$ cat src/hw/rtl/chained_hash_table_assert.svh
// ----------------------------------------------------------------------------
// chained_hash_table_assert
// Assertion macros used by the hash table controller (cht_ctrl).
// ----------------------------------------------------------------------------
`ifndef CHAINED_HASH_TABLE_ASSERT_SVH
`define CHAINED_HASH_TABLE_ASSERT_SVH

// same-cycle implication, checked outside reset
`define CHT_ASSERT_NOW(lbl, ante, cons) \
    lbl: assert property (@(posedge clk) disable iff (!rst_n) (ante) |-> (cons)) \
        else $error("hash table check failed");

// next-cycle implication, checked outside reset
`define CHT_ASSERT_NEXT(lbl, ante, cons) \
    lbl: assert property (@(posedge clk) disable iff (!rst_n) (ante) |=> (cons)) \
        else $error("hash table check failed");

`endif

$ cat src/hw/rtl/cht_pkg.sv
// ----------------------------------------------------------------------------
// cht_pkg
// Request and status codes plus controller/datapath command and status types.
// ----------------------------------------------------------------------------
package cht_pkg;

    // request codes
    localparam logic [1:0] REQ_INSERT = 2'd0;
    localparam logic [1:0] REQ_DELETE = 2'd1;
    localparam logic [1:0] REQ_LOOKUP = 2'd2;

    // result status codes
    localparam logic [1:0] ST_OK        = 2'd0;
    localparam logic [1:0] ST_NOT_FOUND = 2'd1;
    localparam logic [1:0] ST_NO_SPACE  = 2'd2;

    // smallest bucket_bits value in use
    localparam logic [3:0] BITS_MIN = 4'd3;

    // controller to datapath
    typedef struct packed {
        logic       idle;
        logic       accept;
        logic       insert;
        logic       walk_head;
        logic       walk_next;
        logic       unlink;
        logic       set_res;
        logic [1:0] res_status;
        logic       res_found;
        logic       clear_step;
        logic       load_out;
    } cht_cmd_t;

    // datapath to controller
    typedef struct packed {
        logic       in_valid;
        logic       cfg_wr;
        logic [1:0] req_type;
        logic       pool_empty;
        logic       head_empty;
        logic       key_match;
        logic       next_empty;
        logic       clr_last;
        logic       out_busy;
    } cht_sts_t;

endpackage

$ cat src/hw/rtl/cht_ctrl.sv
// ----------------------------------------------------------------------------
// cht_ctrl
// Sequencer for insert, chain walk, clearing sweep and result hand-off.
// ----------------------------------------------------------------------------
module cht_ctrl (
    input  logic             clk,
    input  logic             rst_n,
    input  cht_pkg::cht_sts_t sts,
    output cht_pkg::cht_cmd_t cmd
);
    import cht_pkg::*;

    localparam logic [2:0] S_CLR  = 3'd0;
    localparam logic [2:0] S_IDLE = 3'd1;
    localparam logic [2:0] S_DISP = 3'd2;
    localparam logic [2:0] S_CMP  = 3'd3;
    localparam logic [2:0] S_FIN  = 3'd4;

    logic [2:0] state_reg;
    logic [2:0] state_next;

    // state register
    always_ff @(posedge clk or negedge rst_n)
    begin
        if (!rst_n)
        begin
            state_reg <= S_CLR;
        end
        else
        begin
            state_reg <= state_next;
        end
    end

    // next state and commands
    always_comb
    begin
        state_next = state_reg;
        cmd        = '0;
        unique case (state_reg)
            S_CLR:
            begin
                cmd.clear_step = 1'b1;
                if (sts.clr_last)
                begin
                    state_next = S_IDLE;
                end
            end
            S_IDLE:
            begin
                cmd.idle = 1'b1;
                if (sts.in_valid)
                begin
                    cmd.accept = 1'b1;
                    state_next = S_DISP;
                end
            end
            S_DISP:
            begin
                cmd.set_res = 1'b1;
                state_next  = S_FIN;
                unique case (sts.req_type) inside
                    REQ_INSERT:
                    begin
                        if (sts.pool_empty)
                        begin
                            cmd.res_status = ST_NO_SPACE;
                        end
                        else
                        begin
                            cmd.insert     = 1'b1;
                            cmd.res_status = ST_OK;
                        end
                    end
                    REQ_DELETE, REQ_LOOKUP:
                    begin
                        if (sts.head_empty)
                        begin
                            cmd.res_status = ST_NOT_FOUND;
                        end
                        else
                        begin
                            cmd.set_res   = 1'b0;
                            cmd.walk_head = 1'b1;
                            state_next    = S_CMP;
                        end
                    end
                    default:
                    begin
                        cmd.res_status = ST_NOT_FOUND;
                    end
                endcase
            end
            S_CMP:
            begin
                if (sts.key_match)
                begin
                    cmd.set_res    = 1'b1;
                    cmd.res_status = ST_OK;
                    cmd.res_found  = (sts.req_type == REQ_LOOKUP);
                    cmd.unlink     = (sts.req_type == REQ_DELETE);
                    state_next     = S_FIN;
                end
                else if (sts.next_empty)
                begin
                    cmd.set_res    = 1'b1;
                    cmd.res_status = ST_NOT_FOUND;
                    state_next     = S_FIN;
                end
                else
                begin
                    cmd.walk_next = 1'b1;
                end
            end
            S_FIN:
            begin
                if (!sts.out_busy)
                begin
                    cmd.load_out = 1'b1;
                    state_next   = S_IDLE;
                end
            end
            default:
            begin
                state_next = S_CLR;
            end
        endcase
        // a register write empties the table
        if (sts.cfg_wr)
        begin
            state_next = S_CLR;
        end
    end

`include "chained_hash_table_assert.svh"

    `CHT_ASSERT_NOW(a_load_free, cmd.load_out, !sts.out_busy)
    `CHT_ASSERT_NEXT(a_cfg_clears, sts.cfg_wr, state_reg == S_CLR)
    `CHT_ASSERT_NEXT(a_walk_stays, cmd.walk_next && !sts.cfg_wr, state_reg == S_CMP)
    `CHT_ASSERT_NOW(a_one_write, cmd.insert, !cmd.unlink && !cmd.clear_step)

endmodule

$ cat config.mk
export PLATFORM = sky130hd
export DESIGN_NAME = cht_ctrl
export DESIGN_NICKNAME = d
export VERILOG_FILES = /design/src/hw/rtl/cht_pkg.sv /design/src/hw/rtl/cht_ctrl.sv
export VERILOG_INCLUDE_DIRS = /design/src /design/src/hw/rtl
export SDC_FILE = /design/constraint.sdc
export NUM_CORES = 1
export LEC_CHECK = 0
export ABC_AREA = 1
export BUFFER_PORTS_ARGS = -buffer_cell sky130_fd_sc_hd__buf_2
export CAP_MARGIN = 20
export CORE_AREA = 2 2 39 41
export CTS_CLUSTER_DIAMETER = 150
export DETAILED_ROUTE_END_ITERATION = 8
export DIE_AREA = 0 0 41 43
export PLACE_DENSITY_LB_ADDON = 0.12
export SLEW_MARGIN = 15
export SYNTH_ARGS = -nofsm -noshare
export SYNTH_HDL_FRONTEND = slang
export SYNTH_SLANG_ARGS = --single-unit
$ cat constraint.sdc
create_clock -name clk -period 2.3 [get_ports clk]
set_input_delay 0.345 -clock clk [delete_from_list [all_inputs] [get_ports clk]]
set_output_delay 0.345 -clock clk [all_outputs]
set_load 0.05 [all_outputs]
==> results.toml, run 1 <==
[routing]
drt_first_pass_iters = 6
viasPerCell = 4.442
via_count = 502
antenna_left = 0
wl_per_cell_um = 8.469
wl_um = 957
drc = 0
drt_iter0_drc = 8

[sta]
hold_violations = 0
period_share = 0.7765
relSlewSlack = 0.8317
worstMarginPinSlew_ps = 251.5
layout_min_cycle_time_ps = 1786
rsz0062_at_grt = "false"
fin_ws_ps = 514.1
drv_slew = 0
fmax_mhz = 559.9
skew_ps = 2.739
finalSetupTns_ps = 0
setup-violations-final = 0

[floorplan]
start_util = 0.2884
die_w_um = 41
coreArea_um2 = 1384
die-area_um2 = 1763
io_pins = 24
die_h_um = 43
rows = 14

[clock_network]
cts_buffers = 3
cts_tree = "yes"
insertion_delay_ps = 230
htree_levels = 1
clock_path_buffers = 2
clk_pin_slew_ps = 30
numClockSinks = 3
root_buffer = "clkbuf_4"
postCtsSetupBuffers = 0

[synthesis]
ys_types = 14
synth-edff-count = 0
synth.largest_area_cell = "dfrtp_1"
syn-cell-area_um2 = 399.1
synth.area.top_cells = "dfrtp_1, inv_1, nand2_1, ha_1, nor2_1"
ys_seq_area_frac = 0.1881
syn_inst = 69
synthArstFlopShare = 1.000
ys_top_cells_by_count = "inv_1, nand2_1, nor2_1, nand3_1, ha_1"
avgSynthCellArea_um2 = 5.785
yosysTopAreaCellShare = 0.1881
ys_ff_latch = 3
yosysWarningCount = 0
syn-num-nets = 85
synthFlopType = "dfrtp_1"

[power]
p_int_mw = 0.2172
pwr-share-clk = 0.174
p_sw_mw = 0.2996
p_per_area_nw_per_um2 = 895.9
ir_drop_v = 0.0005059
p_leak_nw = 0.3864
p_seq_frac = 0.161
combinationalPowerShare = 0.665
total_power_mw = 0.5168
p_sw_frac = 0.5797

[setup_path]
cp_max_fo = 6
crit_path_end_kind = "output pin"
cp_num_buf_inv = 3
worstSetupStartpointType = "register"
critPathSlowestCell = "dfrtp_1"
cpLargestDelayFamily = "buffers and inverters"
critPathKind = "reg2out"
slowest_delay_ps = 440
cp.arrival_ps = 1440
crit_top_cell = "inv_2"
required_ps = 1960
crit_path_cell_trace = "inv_2 > nand3_2 > inv_2 > nand2_1 > o21ai_1 > buf_2"

[global_route]
grt_pass1_vias = 451
grt_overflow_total = 0
track_usage = 0.1289
grt_pass1_wl_um = 1545
antenna_found_initial = 0
grt_start_max_net_pins = 7

[layout]
drive_gt1_frac = 0.3505
fin_cells = 113
fin_area_um2 = 576.8
diodes = 0
largest_reg_flops = 3
nets = 114
area_growth_pct = 44.51

[placed_design]
gp_congestion = 0.8204
dp.cells = 108
port_buffers = 23
hpwlAfterDp_um = 843.2
place_area_um2 = 540.5
dpl_worst_slack_ps = 498.9

[run_status]
status = "finished, final reports clean"

[job]
cap_violations = 0

[worst_hold_path]
hold_path_class = "in2reg"
==> worst paths after layout <==
path | from | to | slack [ps] | cells past startpoint
max | state_reg[2] | cmd[3] | 510 | 6
min | sts[0] | state_reg[2] | 410 | 3
max reg2reg | state_reg[1] | state_reg[2] | 1140 | 6
min reg2reg | state_reg[0] | state_reg[2] | 620 | 3
max in group asynchronous | rst_n | state_reg[2] | 1750 | 2
min in group asynchronous | rst_n | state_reg[0] | 440 | 2
==> final cells by class <==
class | count | area (µm²)
multi-input cells | 48 | 262.8
clock buffers | 4 | 26.28
well taps | 16 | 20.02
repair buffers | 24 | 125.1
inverters | 18 | 67.56
flip-flops and latches | 3 | 75.07
fillers | 172 | 807.0
==> through the flow <==
step	hold slack, ps	util
2_1_floorplan	49.41	-
3_3_place_gp	140.5	0.3906
3_5_place_dp	141.5	0.3906
4_1_cts	413.7	0.4168
5_1_grt	426.6	0.4168
6_report	411.2	0.4168
==> metal layers <==
| layer | GRT usage | vias to the layer above | part of all wire |
|---|---|---|---|
| met5 | 0 | - | 0 |
| met2 | 0.2250 | 15 | 0.52 |
| met1 | 0.1234 | 220 | 0.43 |
| li1 | - | 267 | - |
| met4 | 0.08000 | 0 | 0 |
| met3 | 0.03141 | 0 | 0.053 |
==> worst min-delay path: cells and delay by family <==
family	cells	cell delay, ps
simple gates	2	140
buf+inv	1	110
==> cells in the final DEF, fill, tap and decap left out, types with 2 or more instances in the layout <==
cell      synthesis  final
inv_2             2      2
nor2_2            2      2
dfrtp_1           3      3
ha_1              4      4
o21ai_0           3      2
inv_1            16     16
nand3_1           6      6
nand2_1          16     16
nor2_1           10     10
clkbuf_4          0      3
nor3_1            2      2
nand3_2           2      2
buf_2             0     23
==> power groups by stage <==
stage | sequential, mW | clock [mW] | combinational, mW
final | 0.0831 | 0.0900 | 0.344
after global routing | 0.0854 | 0.102 | 0.380
after CTS | 0.0826 | 0.0930 | 0.347
after detailed placement | 0.0833 | 0 | 0.344
after global placement | 0.0836 | 0 | 0.344
after floorplan | 0.0804 | 0 | 0.273
==> logic make-up (layout without fill, tap and decap cells) <==
kind of cell | after synthesis | after routing | share of synthesized area
AOI/OAI and AO/OA | 3 | 3 | 0.03761
adders and majority gates | 4 | 4 | 0.1254
buffers and inverters | 18 | 46 | 0.1693
DFF | 3 | 3 | 0.1881
and+or+nand+nor | 41 | 41 | 0.4797
==> repair_timing <==
item | in CTS | in global routing
endpoints found under the setup margin | 0 | 0
hold endpoints to repair | 3 | 0
hold buffers | 1 | 0
gates resized for setup | 0 | 0
Note: power is estimated with default switching activity, not from simulation.
==> inputs of run 2 (changes only) <==
==> constraint.sdc (replaced) <==
create_clock -name clk -period 1.6 [get_ports clk]
set_input_delay 0.24 -clock clk [delete_from_list [all_inputs] [get_ports clk]]
set_output_delay 0.24 -clock clk [all_outputs]
set_load 0.05 [all_outputs]
==> results.toml, run 2 (synthesized netlist as in run 1, its figures left out) <==
[run_status]
status = "finished, final reports clean"

[sta]
drv_slew = 0
worstMarginPinSlew_ps = 247.1
setup-violations-final = 0
fin_ws_ps = 28.18
layout_min_cycle_time_ps = 1572
hold_ws_ps = 308.1
skew_ps = 3.011
relSlewSlack = 0.8364
finalSetupTns_ps = 0
hold_violations = 0
rsz0062_at_grt = "true"
period_share = 0.9824
fmax_mhz = 636.2

[global_route]
grt_pass1_vias = 438
grt_pass1_wl_um = 1676
antenna_found_initial = 0
grt_start_max_net_pins = 7
track_usage = 0.1357
grt_overflow_total = 0

[routing]
drt_first_pass_iters = 4
drc = 0
wl_met2_um = 531
drt_iter0_drc = 6
wl_um = 1007
drt-met1-wl_um = 425
via_count = 497
met3_wirelength_um = 50
wl_per_cell_um = 8.607
top_layer = "met3"
antenna_left = 0
viasPerCell = 4.248

[floorplan]
die_h_um = 43
die-area_um2 = 1763
die_w_um = 41
rows = 14
io_pins = 24
coreArea_um2 = 1384
start_util = 0.2884

[setup_path]
required_ps = 1360
crit_path_end_kind = "output pin"
slowest_delay_ps = 400
critPathKind = "reg2out"
crit_path_cell_trace = "inv_1 > nand3_4 > inv_2 > nand2_2 > o21ai_2 > buf_6"
critPathSlowestCell = "dfrtp_1"
worstSetupStartpointType = "register"
cp.arrival_ps = 1330
cp_max_fo = 3

[layout]
drive_gt1_frac = 0.4653
nets = 118
fin_area_um2 = 695.7
multi_input_area_um2 = 309.0
fill_cells = 150
diodes = 0
largest_reg_flops = 3
fin_util = 0.5027
final_common_cell = "buf_2"
seq_area_um2 = 76.32
fin_cells = 117
area_growth_pct = 74.29
final_cell_mix = "buf_2, inv_1, nand2_1, nor2_1, nand3_1"

[clock_network]
clk_pin_slew_ps = 40
insertion_delay_ps = 230
cts_buffers = 3
root_buffer = "clkbuf_4"
htree_levels = 1
numClockSinks = 3
cts_tree = "yes"
clock_path_buffers = 2

[power]
p_leak_nw = 0.4207
p_per_area_nw_per_um2 = 1247
total_power_mw = 0.8674
ir_drop_v = 0.0006558

[placed_design]
gp_congestion = 0.7349
port_buffers = 23
hpwlAfterDp_um = 796.9
place_area_um2 = 573.1
dp.cells = 110
dpl_worst_slack_ps = 6.269

[worst_hold_path]
hold_path_class = "in2reg"

[job]
cap_violations = 0
[run 2: cell count changes in the layout (fill, tap and decap cells not counted), moves of 2 or more]
cell and change:
nor3_1 -2, nand2_1 -2, clkbuf_4 +2, nand2_2 +2
o21ai_2 +2, inv_4 +2, buf_4 +4, buf_2 -7
buf_6 +5, nor3_2 +2
[run 2: cell type report]
type                       instances  area share
tap                               16     0.02878
clock buffer                       4     0.03777
multi-input combinational         48      0.4442
inverter                          18      0.1043
timing repair buffer              28      0.2752
sequential                         3      0.1097
[run 2: worst max-delay path, delay by kind of cell (launching register included)]
kind,cells,cell delay [ps]
flip-flops,1,400
buffers and inverters,3,390
AND/OR/NAND/NOR,2,180
AO/OA/AOI/OAI,1,130
[run 2: worst paths after layout]
check | startpoint | end | slack [ps] | cells after the start
min reg2reg | state_reg[2] | state_reg[1] | 680 | 3
max in group asynchronous | rst_n | state_reg[2] | 1150 | 2
max | state_reg[0] | cmd[3] | 30 | 6
max reg2reg | state_reg[1] | state_reg[2] | 440 | 7
min | sts[0] | state_reg[2] | 310 | 3
min in group asynchronous | rst_n | state_reg[2] | 330 | 2
[run 2: repair_timing]
item | CTS | global route
endpoints found under the hold margin | 3 | 0
buffers inserted | 2 | 0
setup endpoints to repair | 4 | 8
pin swaps | 1 | 3
gates resized for setup | 7 | 17
hold buffers | 1 | 0
[run 2: metal layers]
metal  vias up  GRT usage
met2        13     0.2094
met3         0    0.03665
met5         -          0
met4         0    0.04000
met1       213     0.1774
li1        271          -
[run 2: power breakdown]
| part | switching (mW) | total, mW | internal, mW |
|---|---|---|---|
| logic | 0.410 | 0.608 | 0.198 |
| registers | 0.0297 | 0.128 | 0.0983 |
| clock network | 0.0384 | 0.132 | 0.0934 |
==> inputs of run 3 (changes only) <==
--- a/config.mk
+++ b/config.mk
@@ -6,10 +6,11 @@
 export SDC_FILE = /design/constraint.sdc
 export NUM_CORES = 1
 export LEC_CHECK = 0
-export ABC_AREA = 1
+export ABC_AREA = 0
 export BUFFER_PORTS_ARGS = -buffer_cell sky130_fd_sc_hd__buf_2
 export CAP_MARGIN = 20
 export CORE_AREA = 2 2 39 41
+export CTS_BUF_LIST = sky130_fd_sc_hd__clkbuf_4
 export CTS_CLUSTER_DIAMETER = 150
 export DETAILED_ROUTE_END_ITERATION = 8
 export DIE_AREA = 0 0 41 43
==> results.toml, run 3 <==
[floorplan]
die_w_um = 41
coreArea_um2 = 1384
die_h_um = 43
start_util = 0.2731
die-area_um2 = 1763
rows = 14
io_pins = 24

[sta]
relSlewSlack = 0.8362
fin_ws_ps = 7.671
fmax_mhz = 628.0
hold_violations = 0
layout_min_cycle_time_ps = 1592
worstMarginPinSlew_ps = 247.4
setup-violations-final = 0
rsz0062_at_grt = "true"
skew_ps = 2.842
drv_slew = 0
period_share = 0.9952
finalSetupTns_ps = 0

[worst_hold_path]
whs_path_depth = 2
hold_path_class = "in2reg"

[setup_path]
required_ps = 1360
cpLargestDelayFamily = "simple AND/OR/NAND/NOR gates"
cp.arrival_ps = 1350
cp_max_fo = 6
cp_num_buf_inv = 2
crit_path_cell_trace = "or3b_4 > nand3_4 > inv_2 > buf_6"
critPathSlowestCell = "or3b_4"
critPathKind = "reg2out"
cp.depth = 4
ff2ff_path_depth = 3
slowest_delay_ps = 440
worstSetupStartpointType = "register"
crit_path_end_kind = "output pin"

[layout]
final_cell_mix = "buf_2, buf_4, buf_6"
seq_area_um2 = 77.57
multi_input_area_um2 = 355.3
final_common_cell = "buf_2"
area_growth_pct = 101.7
largest_reg_flops = 3
nets = 99
fin_util = 0.5506
drive_gt1_frac = 0.6585
diodes = 0
fin_cells = 98
fin_area_um2 = 762.0
fill_cells = 144

[global_route]
grt_pass1_wl_um = 1690
grt_pass1_vias = 453
antenna_found_initial = 0
grt_overflow_total = 0
track_usage = 0.1386
grt_start_max_net_pins = 9

[synthesis]
synthArstFlopShare = 1.000
syn-num-nets = 63
ys_types = 24
ys_top_cells_by_count = "ha_1, inv_1, nand2b_1, nand3b_1"
synthFlopType = "dfrtp_1"
ys_seq_area_frac = 0.1987
synth.area.top_cells = "dfrtp_1, ha_1, nand3b_1, nand2b_1, and4_1"
synth-edff-count = 0
avgSynthCellArea_um2 = 8.040
synth.largest_area_cell = "dfrtp_1"
yosysWarningCount = 0
syn-cell-area_um2 = 377.9
syn_inst = 47
ys_ff_latch = 3
yosysTopAreaCellShare = 0.1987

[placed_design]
place_area_um2 = 603.1
port_buffers = 23
dp.cells = 91
gp_congestion = 0.7076
hpwlAfterDp_um = 846.3
dpl_worst_slack_ps = -72.85

[routing]
wl_um = 1105
drc = 0
drt_iter0_drc = 3
antenna_left = 0
drt_first_pass_iters = 2
wl_per_cell_um = 11.28
viasPerCell = 4.765
via_count = 467

[job]
cap_violations = 0

[clock_network]
cts_buffers = 3
root_buffer = "clkbuf_4"
htree_levels = 1
cts_tree = "yes"
insertion_delay_ps = 230
numClockSinks = 3
clock_path_buffers = 2
clk_pin_slew_ps = 40

[power]
p_leak_nw = 0.3544
p_per_area_nw_per_um2 = 541.7
ir_drop_v = 0.0003842

[run_status]
status = "finished, final reports clean"
## run 3: path summary, 6_finish.rpt
| check | end | slack (ps) | startpoint |
|---|---|---|---|
| max in group asynchronous | state_reg[1] | 1140 | rst_n |
| worst max register to register | state_reg[1] | 240 | state_reg[0] |
| worst max-delay path | cmd[5] | 8 | state_reg[0] |
| worst min-delay path | state_reg[1] | 210 | sts[8] |
| worst min register to register | state_reg[1] | 650 | state_reg[2] |
| min in group asynchronous | state_reg[2] | 340 | rst_n |
## run 3: cells by family (layout without fill, tap and decap cells)
family                   count (synthesis)  after routing  share of synthesized area
adder cells (fa/ha/maj)                  4              4                     0.1325
buffers and inverters                    7             42                    0.07945
AO/OA/AOI/OAI                            7              7                     0.1358
flip-flops                               3              3                     0.1987
AND/OR/NAND/NOR                         26             26                     0.4537
## run 3: routing by layer
metal  vias up  GRT usage  wire, µm
met5         -          0         0
met3         0    0.02618        67
met1       217     0.1640       445
met4         0    0.04000         0
li1        235          -         -
met2        15     0.2375       592
## run 3: layout make-up
class	instances	share of cell area
Multi-Input combinational cell	37	0.4663
Inverter	4	0.01970
Tap cell	16	0.02627
Timing Repair Buffer	34	0.3465
Sequential cell	3	0.1018
Clock buffer	4	0.03941
## run 3: power breakdown
| part | total (mW) | internal (mW) | switching (mW) | leakage (nW) |
|---|---|---|---|---|
| Sequential | 0.0891 | 0.0814 | 0.00764 | 0.0377 |
| Combinational | 0.178 | 0.0803 | 0.0976 | 0.298 |
| Clock | 0.146 | 0.110 | 0.0358 | 0.0184 |
## run 3: per-stage QoR
step	total power [mW]	hold slack, ps
final	0.4128	206.4
after CTS	0.4018	201.5
after detailed placement	0.2391	37.44
after global placement	0.2376	37.40
after floorplan	0.1853	-55.59
after global routing	0.4432	204.7
## run 3: repair_timing
item,CTS,global route
hold endpoints to repair,3,0
setup buffers,1,1
hold buffers,1,0
resized for setup,19,15
setup endpoints to repair,10,10
pin swaps,2,7
